===== src/fcc_pkg.sv =====
package fcc_pkg;

  typedef enum logic [1:0] {
    OP_LOAD_P = 2'd0,
    OP_LOAD_V = 2'd1,
    OP_BUILD  = 2'd2,
    OP_TEST   = 2'd3
  } op_t;

  typedef struct packed {
    logic [1:0]         op;
    logic [1:0]         row;
    logic [1:0]         col;
    logic signed [31:0] value;
    logic signed [31:0] center_x;
    logic signed [31:0] center_y;
    logic signed [31:0] center_z;
    logic [30:0]        half_size;
  } in_req_t;

  typedef struct packed {
    logic       visible;
    logic [2:0] first_reject_plane;
    logic       zero_normal;
  } out_req_t;

  localparam int NUM_PLANES = 6;
  localparam logic [2:0] NO_REJECT = 3'd6;

  // Row combined with row 3 for each plane, and whether it is added
  function automatic logic [1:0] plane_row(input logic [2:0] p);
    logic [1:0] r;
    unique case (p)
      3'd0, 3'd1: r = 2'd2;
      3'd2, 3'd3: r = 2'd0;
      default:    r = 2'd1;
    endcase
    return r;
  endfunction

  function automatic logic plane_add(input logic [2:0] p);
    logic a;
    unique case (p)
      3'd0, 3'd2, 3'd5: a = 1'b1;
      default:          a = 1'b0;
    endcase
    return a;
  endfunction

  function automatic logic signed [31:0] sat32(input logic signed [65:0] v);
    logic signed [31:0] r;
    if (v > 66'sh0_7FFF_FFFF) r = 32'sh7FFF_FFFF;
    else if (v < -66'sh0_8000_0000) r = 32'sh8000_0000;
    else r = v[31:0];
    return r;
  endfunction

endpackage


===== src/fcc_mul.sv =====
// Shared 34x34 signed multiplier, result registered
module fcc_mul import fcc_pkg::*; (
  input  logic               clk,
  input  logic signed [33:0] a,
  input  logic signed [33:0] b,
  output logic signed [67:0] p_r
);
  logic signed [67:0] p_nxt;
  assign p_nxt = a * b;
  always_ff @(posedge clk) begin
    p_r <= p_nxt;
  end
endmodule


===== config.mk =====
export PLATFORM = sky130hd
export DESIGN_NAME = fcc_mul
export DESIGN_NICKNAME = d
export VERILOG_FILES = /design/src/fcc_pkg.sv /design/src/fcc_mul.sv
export SDC_FILE = /design/constraint.sdc
export NUM_CORES = 2
export LEC_CHECK = 0
export ABC_AREA = 1
export BUFFER_PORTS_ARGS = -buffer_cell sky130_fd_sc_hd__buf_2
export CAP_MARGIN = 15
export CORE_MARGIN = 1
export CORE_UTILIZATION = 30
export DETAILED_ROUTE_END_ITERATION = 12
export PLACE_DENSITY_LB_ADDON = 0.25
export SLEW_MARGIN = 20
export SYNTH_ARGS = -nofsm -noshare
export SYNTH_HDL_FRONTEND = slang
export SYNTH_SLANG_ARGS = --single-unit
export TNS_END_PERCENT = 30

===== constraint.sdc =====
create_clock -name clk -period 11 [get_ports clk]
set_clock_uncertainty 0.15 [all_clocks]
set_input_delay 1.65 -clock clk [delete_from_list [all_inputs] [get_ports clk]]
set_output_delay 1.65 -clock clk [all_outputs]
set_load 0.03 [all_outputs]

==> results.json <==
{
  "status": "completed",
  "die_w_um": 395,
  "grt_pass1_wl_mm": 227,
  "hold_path_class": "primary input to flip-flop",
  "yosys_warnings": 0,
  "top_layer": "met5",
  "yosysTopAreaCellShare": 0.537,
  "min_from": "b[0]",
  "route.detailed.drc": 0,
  "wl_per_cell_um": 17.8,
  "synth_seq_area_share": 0.0294,
  "worst_setup_path_start_kind": "primary input",
  "synth_edf_count": 0,
  "tritoncts": "done",
  "fin_util": 0.322,
  "die_area_mm2": 0.156,
  "fin_hold_ws_ns": 1.60,
  "nNetsFinal": 7409,
  "synthAdderAreaFrac": 0.592,
  "finalHoldViolCount": 0,
  "synth_nets": 7492,
  "clockBufferDepth": 2,
  "tns_ns": 0,
  "yosys.area_share.simple": 0.166,
  "worst_slew_pin_slew_ns": 1.06,
  "fill_cells": 16500,
  "antenna_found_initial": 13,
  "yosysUniqueCellTypes": 30,
  "top_regs": "p_r x68",
  "worstPathMaxFanout": 34,
  "syn_area_mm2": 0.0463,
  "max_cap_viol_count": 0,
  "largest_register": "p_r",
  "grt_pass1_vias": 38500,
  "cts_resized": 0,
  "yosys.area.top_type": "fa_1",
  "drive_above_1_share": 0.0446,
  "timing.final.setup_violations": 0,
  "cts_root_buffer": "clkbuf_16",
  "cts_sinks": 68,
  "hold_buffers": 0,
  "slew_violations": 0,
  "cts-buffers-inserted": 9,
  "overflow": 0,
  "vias": 34500,
  "finalCriticalPeriod_ns": 9.34,
  "avgViaCountPerCell": 4.35,
  "ant_nets": 0,
  "die_h_um": 395,
  "worst_ep_required_time_ns": 11.12,
  "synthFlopType": "dfxtp_1",
  "largest_reg_flops": 68,
  "fmax_ghz": 0.107,
  "postPlaceCellArea_mm2": 0.0488,
  "worstPathArrival_ns": 9.46,
  "portBuffers": 136,
  "rsz0062_at_grt": "no",
  "min_to": "p_r[0]",
  "first_pass_iters": 6,
  "start_util": 0.304,
  "path_clk_slew_ns": 0.07,
  "worstSetupEndpointType": "flip-flop",
  "syn_to_final_growth_pct": 6.09,
  "synth_area_leaders": "fa_1 54%, inv_1 17%, nand2_1 13%, ha_1 5.5%, dfxtp_1 2.9%",
  "synth_compound_area_frac": 0.0117,
  "maxSlewHeadroom": 0.295,
  "io_pins": 137,
  "wirelength_met1_mm": 60.4,
  "initialDrtViolationCount": 1982,
  "hpwl_mm": 122,
  "grtUsageTotal": 0.190,
  "syn_inst": 5978,
  "design_area_mm2": 0.0491,
  "coreArea_mm2": 0.152,
  "grt_max_degree": 35,
  "holdPathStages": 3,
  "syn_area_per_cell_um2": 7.74,
  "synth_xor_area_frac": 0.00681,
  "muxShareOfSynthArea": 0,
  "synth_async_sr_flop_share": 0,
  "gp_congestion": 0.923,
  "wl_met2_mm": 73.2,
  "finalWirelength_mm": 141,
  "synth_top_family_by_area": "adder cells",
  "ys_seq_elements": 68,
  "multiInputGateArea_mm2": 0.0359,
  "htree_levels": 3,
  "met3_length_mm": 5.00,
  "seq_area_mm2": 0.00136,
  "worstSetupPathType": "primary input to flip-flop",
  "post-cts-setup-buffer-count": 0,
  "timing.final.crit_share": 0.849,
  "num_rows": 143
}
[layer usage]
metal / up-vias / GRT usage
met3: 134 / 0.0137
li1: 15900 / -
met2: 694 / 0.347
met5: - / 0
met4: 6 / 0.0312
met1: 17800 / 0.247
[worst max-delay path, cell delays in order]
cell	delay, ns
buf_2	0.66
nand2_1	0.30
inv_1	0.16
fa_1	0.40
inv_1	0.23
fa_1	0.53
inv_1	0.17
fa_1	0.47
fa_1	0.53
buf_4	0.29
inv_1	0.10
fa_1	0.42
fa_1	0.55
inv_1	0.06
fa_1	0.54
fa_1	0.41
ha_1	0.44
nand2_1	0.14
nor2_1	0.15
inv_1	0.08
nor2_1	0.30
nand2_1	0.21
nor3_1	0.18
nand2_1	0.17
nand3_1	0.12
nand2_1	0.05
[metrics by stage]
stage	setup slack, ns	std cells
after floorplan	2.37	5978
after global placement	1.39	7914
after detailed placement	1.35	7914
after CTS	1.70	7930
after global routing	1.24	7931
final	1.66	7933
[synthesized netlist by cell type, types with 14 or more instances]
cell type / n
xor2_1: 34
nand2_2: 20
nor2_1: 116
clkbuf_1: 269
nand4_1: 18
o21ai_0: 23
fa_1: 1241
ha_1: 204
nand2_1: 1657
inv_1: 2111
nand3_1: 72
nor3_1: 14
dfxtp_1: 68
a21oi_1: 62
[cells in the final DEF, fill, tap and decap left out, types with 2 or more instances in the layout]
cell | Yosys | layout
inv_1 | 2111 | 2111
nor3_1 | 14 | 14
nor2_1 | 116 | 116
a21oi_1 | 62 | 62
inv_2 | 6 | 6
diode_2 | 0 | 3
o21bai_1 | 10 | 10
nand3b_1 | 2 | 2
nand3_2 | 10 | 10
nor2_2 | 12 | 12
or2_2 | 8 | 8
clkbuf_16 | 0 | 9
fa_1 | 1241 | 1241
xor2_1 | 34 | 34
nand3_1 | 72 | 72
nor3_2 | 5 | 5
ha_1 | 204 | 204
a21oi_2 | 4 | 4
nand2_2 | 20 | 20
clkinv_4 | 0 | 2
buf_2 | 0 | 136
nand2_1 | 1657 | 1657
xnor2_1 | 2 | 2
buf_4 | 0 | 41
clkinvlp_4 | 0 | 2
nand4_1 | 18 | 18
dfxtp_1 | 68 | 68
o21ai_0 | 23 | 23
nand2_4 | 3 | 3
[cell families after synthesis]
group / after synthesis
compound gates: 100
xor+xnor: 36
fa+ha+maj: 1445
buf+inv: 2388
flops: 68
simple gates: 1941
[worst max path at each step]
stage	from	endpoint	slack [ns]	cells past startpoint
after floorplan	a[33]	p_r[59]	2.37	24
after global placement	b[7]	p_r[64]	1.39	26
after detailed placement	b[7]	p_r[64]	1.35	26
after CTS	b[7]	p_r[64]	1.70	26
after global routing	b[7]	p_r[64]	1.24	26
final	b[7]	p_r[64]	1.66	26
[final cells by class]
class,instances,share of cell area
Timing Repair Buffer,177,0.0201
Inverter,2117,0.162
Clock buffer,9,0.00459
Clock inverter,7,0.00155
Tap cell,2030,0.0517
Antenna cell,3,0.000153
Multi-Input combinational cell,3522,0.732
Sequential cell,68,0.0277
Power is left out: the tool's default activity adds up to more than one toggle a clock period on the data nets, which glitch-free logic cannot reach.
