**src/fcc_pkg.sv**
```systemverilog
package fcc_pkg;

  typedef enum logic [1:0] {
    OP_LOAD_P = 2'd0,
    OP_LOAD_V = 2'd1,
    OP_BUILD  = 2'd2,
    OP_TEST   = 2'd3
  } op_t;

  typedef struct packed {
    logic [1:0]         op;
    logic [1:0]         row;
    logic [1:0]         col;
    logic signed [31:0] value;
    logic signed [31:0] center_x;
    logic signed [31:0] center_y;
    logic signed [31:0] center_z;
    logic [30:0]        half_size;
  } in_req_t;

  typedef struct packed {
    logic       visible;
    logic [2:0] first_reject_plane;
    logic       zero_normal;
  } out_req_t;

  localparam int NUM_PLANES = 6;
  localparam logic [2:0] NO_REJECT = 3'd6;

  // Row combined with row 3 for each plane, and whether it is added
  function automatic logic [1:0] plane_row(input logic [2:0] p);
    logic [1:0] r;
    unique case (p)
      3'd0, 3'd1: r = 2'd2;
      3'd2, 3'd3: r = 2'd0;
      default:    r = 2'd1;
    endcase
    return r;
  endfunction

  function automatic logic plane_add(input logic [2:0] p);
    logic a;
    unique case (p)
      3'd0, 3'd2, 3'd5: a = 1'b1;
      default:          a = 1'b0;
    endcase
    return a;
  endfunction

  function automatic logic signed [31:0] sat32(input logic signed [65:0] v);
    logic signed [31:0] r;
    if (v > 66'sh0_7FFF_FFFF) r = 32'sh7FFF_FFFF;
    else if (v < -66'sh0_8000_0000) r = 32'sh8000_0000;
    else r = v[31:0];
    return r;
  endfunction

endpackage

```
**src/fcc_div.sv**
```systemverilog
// Iterative restoring divider and square root, one bit per cycle
module fcc_div import fcc_pkg::*; (
  input  logic        clk,
  input  logic        rst_n,
  input  logic        start,
  input  logic        is_sqrt,
  input  logic [63:0] num,
  input  logic [31:0] den,
  output logic        busy,
  output logic [63:0] res_r
);
  logic [63:0] rem_r, rem_nxt, q_nxt, rad_r, rad_nxt;
  logic [6:0]  cnt_r, cnt_nxt;
  logic        sq_r, busy_r, busy_nxt;
  logic [65:0] trial;
  logic [65:0] remsh;

  assign busy = busy_r;

  always_comb begin
    rem_nxt  = rem_r;
    q_nxt    = res_r;
    rad_nxt  = rad_r;
    cnt_nxt  = cnt_r;
    busy_nxt = busy_r;
    remsh    = '0;
    trial    = '0;
    if (start) begin
      rem_nxt = '0; q_nxt = '0; rad_nxt = num;
      cnt_nxt = is_sqrt ? 7'd32 : 7'd64;
      busy_nxt = 1'b1;
    end else if (busy_r) begin
      if (sq_r) begin
        // two radicand bits per step
        remsh = {rem_r, rad_r[63:62]};
        trial = {res_r[63:0], 2'b01};
        rad_nxt = {rad_r[61:0], 2'b00};
        if (remsh >= trial) begin
          rem_nxt = 64'(remsh - trial);
          q_nxt = {res_r[62:0], 1'b1};
        end else begin
          rem_nxt = remsh[63:0];
          q_nxt = {res_r[62:0], 1'b0};
        end
      end else begin
        remsh = {1'b0, rem_r, rad_r[63]};
        trial = {34'd0, den};
        rad_nxt = {rad_r[62:0], 1'b0};
        if (remsh >= trial) begin
          rem_nxt = 64'(remsh - trial);
          q_nxt = {res_r[62:0], 1'b1};
        end else begin
          rem_nxt = remsh[63:0];
          q_nxt = {res_r[62:0], 1'b0};
        end
      end
      cnt_nxt = cnt_r - 7'd1;
      if (cnt_r == 7'd1) busy_nxt = 1'b0;
    end
  end

  always_ff @(posedge clk) begin
    if (!rst_n) begin
      busy_r <= 1'b0;
      cnt_r  <= '0;
    end else begin
      busy_r <= busy_nxt;
      cnt_r  <= cnt_nxt;
    end
    if (start) sq_r <= is_sqrt;
    rem_r <= rem_nxt;
    res_r <= q_nxt;
    rad_r <= rad_nxt;
  end
endmodule
```
**config.mk**
```make
export PLATFORM = sky130hd
export DESIGN_NAME = fcc_div
export DESIGN_NICKNAME = d
export VERILOG_FILES = /design/src/fcc_pkg.sv /design/src/fcc_div.sv
export SDC_FILE = /design/constraint.sdc
export NUM_CORES = 1
export LEC_CHECK = 0
export ABC_AREA = 1
export BUFFER_PORTS_ARGS = -buffer_cell sky130_fd_sc_hd__buf_2
export CAP_MARGIN = 20
export CORE_ASPECT_RATIO = 0.9
export CORE_MARGIN = 2
export CORE_UTILIZATION = 55
export DETAILED_ROUTE_END_ITERATION = 10
export HOLD_SLACK_MARGIN = 0.1
export PLACE_DENSITY = 0.81
export RECOVER_POWER = 25
export REMOVE_ABC_BUFFERS = 1
export SLEW_MARGIN = 20
export SYNTH_ARGS = -nofsm -noshare
export SYNTH_HDL_FRONTEND = slang
export SYNTH_SLANG_ARGS = --single-unit
```
**constraint.sdc**
```tcl
create_clock -name clk -period 3.4 [get_ports clk]
set_input_delay 0.68 -clock clk [delete_from_list [all_inputs] [get_ports clk]]
set_output_delay 0.68 -clock clk [all_outputs]
set_load 0.005 [all_outputs]
```
==> flow_metrics.py <==
metrics = {
    "synthesis": {
        "post_synth_num_cell_types": 41,
        "yosysWarnings": 0,
        "ys_ff_latch": 201,
        "synth-async-reset-ratio_pct": 0,
        "synth_cells": 3565,
        "synth.top_cell.area_share_pct": 24.19,
        "synth_edf_count": 65,
        "yosysSeqAreaShare_pct": 23.19,
        "yosys-top-cells-area": "nand2_1, dfxtp_1, inv_1, edfxtp_1, nand3_1",
        "synthFlopType": "dfxtp_1",
        "synthTopCellsByCount": "nand2_1, inv_1, nor2_1",
        "synth_area_um2": 20160,
        "avgSynthCellArea_um2": 5.654,
        "yosysMostFrequentCell": "nand2_1",
        "yosysTopAreaCell": "nand2_1",
    },
    "placed_design": {
        "place_ws_ns": 0.2337,
        "placed_cells": 4139,
        "hpwl_um": 57360,
        "portBuffers": 164,
        "dpl-instance-area_um2": 21470,
        "place.gp.congestion": 1.023,
    },
    "final_layout": {
        "multi_input_area_um2": 12700,
        "syn2layout_area_growth_pct": 10.45,
        "seqCellArea_um2": 4676,
        "layout.nets": 3890,
        "fin_cells": 4182,
        "design_area_um2": 22260,
        "fill_cells": 3759,
        "drive_above_1_share_pct": 9.120,
        "n_antenna_cell": 0,
    },
    "global_route": {
        "grt-ovfl-total": 0,
        "grt_max_degree": 190,
        "grt_pass1_vias": 20070,
        "antenna_found_initial": 0,
        "busiest_layer": "met2",
        "grt_pass1_wl_um": 109400,
        "globalRouteMet2Util_pct": 57.97,
        "met3_usage_pct": 5.637,
        "grtUsageMet1_pct": 51.44,
        "grtUsageTotal_pct": 36.77,
    },
    "clock_network": {
        "clk_latency_ns": 0.55,
        "post_cts_buffers": 0,
        "cts-resized-gates": 0,
        "cts.path.max_buffers": 3,
        "cts-root-buf": "clkbuf_16",
        "holdBufCountCts": 0,
        "clk_pin_slew_worst_paths_ns": 0.06,
        "numCtsBuffers": 24,
        "cts_sinks": 201,
        "cts_max_level": 1,
        "cts_tree": "yes",
    },
    "die": {
        "io_pins": 165,
        "die_area_um2": 38200,
        "die_height_um": 185.6,
        "design.core.area_um2": 36170,
        "rows": 66,
        "fp.dieW_um": 205.8,
        "start_util_pct": 55.73,
    },
    "sta": {
        "rsz0062_at_grt": "false",
        "timing.fmax_mhz": 321.4,
        "skew_ns": 0.01336,
        "slew_viol_final": 233,
        "hold_viol_final": 0,
        "slew_headroom_pct": -44.91,
        "finalCriticalPeriod_ns": 3.111,
        "finalSetupViolCount": 0,
        "worstMarginPinSlew_ns": 2.174,
        "fin_ws_ns": 0.2891,
        "whs_ns": 0.3644,
        "fin_crit_sh_pct": 91.50,
    },
    "flow_run": {
        "maxCapViolCount": 2,
    },
    "worst_setup_path": {
        "cp_common_cell": "nand2_1",
        "max_stage_delay_ns": 0.42,
        "end_kind": "flop",
        "critical_path_class": "flop to flop",
        "startpoint_type": "flop",
        "crit_family": "simple AND/OR/NAND/NOR gates",
        "arrival_ns": 3.61,
        "regToRegSetupSlack_ns": 0.29,
        "critPathBufInv": 1,
        "required_ns": 3.90,
        "slowest_stage": "ha_1",
        "worst-path-max-fanout": 65,
        "path_cells": "ha_1 > nand2_1 > nor2_2 > nand2_1 > nor2_1 > nand3_1 > o21a_1 > nand2_1 > nor2_4 > nand2_2 > buf_12 > nand3_1 > nand3_1 > nand2_1 > nand2_1",
    },
    "drt": {
        "avgViaCountPerCell": 5.478,
        "drt_wl_total_um": 71940,
        "drt_iter0_markers": 2718,
        "via_count": 22910,
        "drt_pre_antenna_iters": 6,
        "postRouteAntennaNets": 0,
        "drcViolationCount": 0,
        "wl_per_cell_um": 17.20,
    },
    "power_and_ir_drop": {
        "vdd_drop_max_v": 0.0009314,
        "power.leakage_nw": 12.35,
        "pwr_density_cell_nw_per_um2": 1079,
    },
    "status": {
        "status": "complete, but fails checks",
        "violations": "max-capacitance violations, max-slew violations",
    },
    "worst_hold_path": {
        "min_path_type": "input pin to flop",
    },
}
-- worst paths after layout --
check / from / endpoint / cells past startpoint
worst max register to register: rem_r[8] / rem_r[4] / 15
worst min register to register: rem_r[63] / rem_r[63] / 2
worst max-delay path: rem_r[8] / rem_r[4] / 15
worst min-delay path: is_sqrt / sq_r / 1
-- report_power, final --
| part | total, mW | leakage (nW) | internal, mW | switching [mW] |
|---|---|---|---|---|
| Sequential | 3.29 | 1.75 | 2.80 | 0.486 |
| Clock | 2.72 | 0.406 | 1.61 | 1.11 |
| Combinational | 18.0 | 10.2 | 5.47 | 12.5 |
| Total | 24.0 | 12.4 | 9.88 | 14.1 |
-- routing by layer --
| layer | vias up | routed length [um] |
|---|---|---|
| met5 | - | 0 |
| met4 | 0 | 2723 |
| met3 | 164 | 7119 |
| met2 | 1097 | 30850 |
| met1 | 10170 | 31250 |
| li1 | 11480 | - |
-- sequential cells by signal, summed over array words and instances (netlist names) --
register	flops
sq_r	1
res_r	64
rem_r	64
rad_r	64
busy	1
cnt_r	7
-- layout by cell type (no fill, tap or decap), drive strengths merged --
master,instances
clkinvlp,1
dfxtp,136
o21ai,57
nand4,89
a31oi,1
nor2,376
a21boi,1
bufinv,3
nor3,41
a21oi,207
clkinv,12
ha,100
nand2,1319
and2,4
inv,591
nor2b,1
o22ai,65
xor2,54
clkbuf,34
o21a,2
nor4,8
o21bai,7
fa,1
or2,1
edfxtp,65
buf,208
nand3b,18
and3,2
xnor2,9
nand3,293
-- cell families after synthesis --
| logic type | after synthesis | share of synthesized area, % |
|---|---|---|
| fa+ha+maj | 101 | 6.307 |
| simple gates | 2152 | 44.85 |
| xor+xnor | 63 | 2.737 |
| compound gates | 340 | 9.069 |
| buf+inv | 708 | 13.85 |
| flops | 201 | 23.19 |
-- per-stage QoR --
| step | util [%] | power, mW | TNS [ns] |
|---|---|---|---|
| CTS | 61.62 | 23.46 | 0 |
| detailed placement | 59.36 | 20.68 | 0 |
| floorplan | - | 13.35 | -619.85 |
| finish | 61.55 | 24.02 | 0 |
| global placement | 59.36 | 20.60 | 0 |
| global route | 61.55 | 26.00 | 0 |
-- area by class of cell --
type                       instances  share of cell area [%]
clock buffer                      29                   2.967
clock inverter                    14                  0.7081
inverter                         593                   10.01
multi-input combinational       2656                   57.05
sequential                       201                   21.00
tap                              476                   2.675
timing repair buffer             213                   5.586
Power figures use the tool's default switching activity.
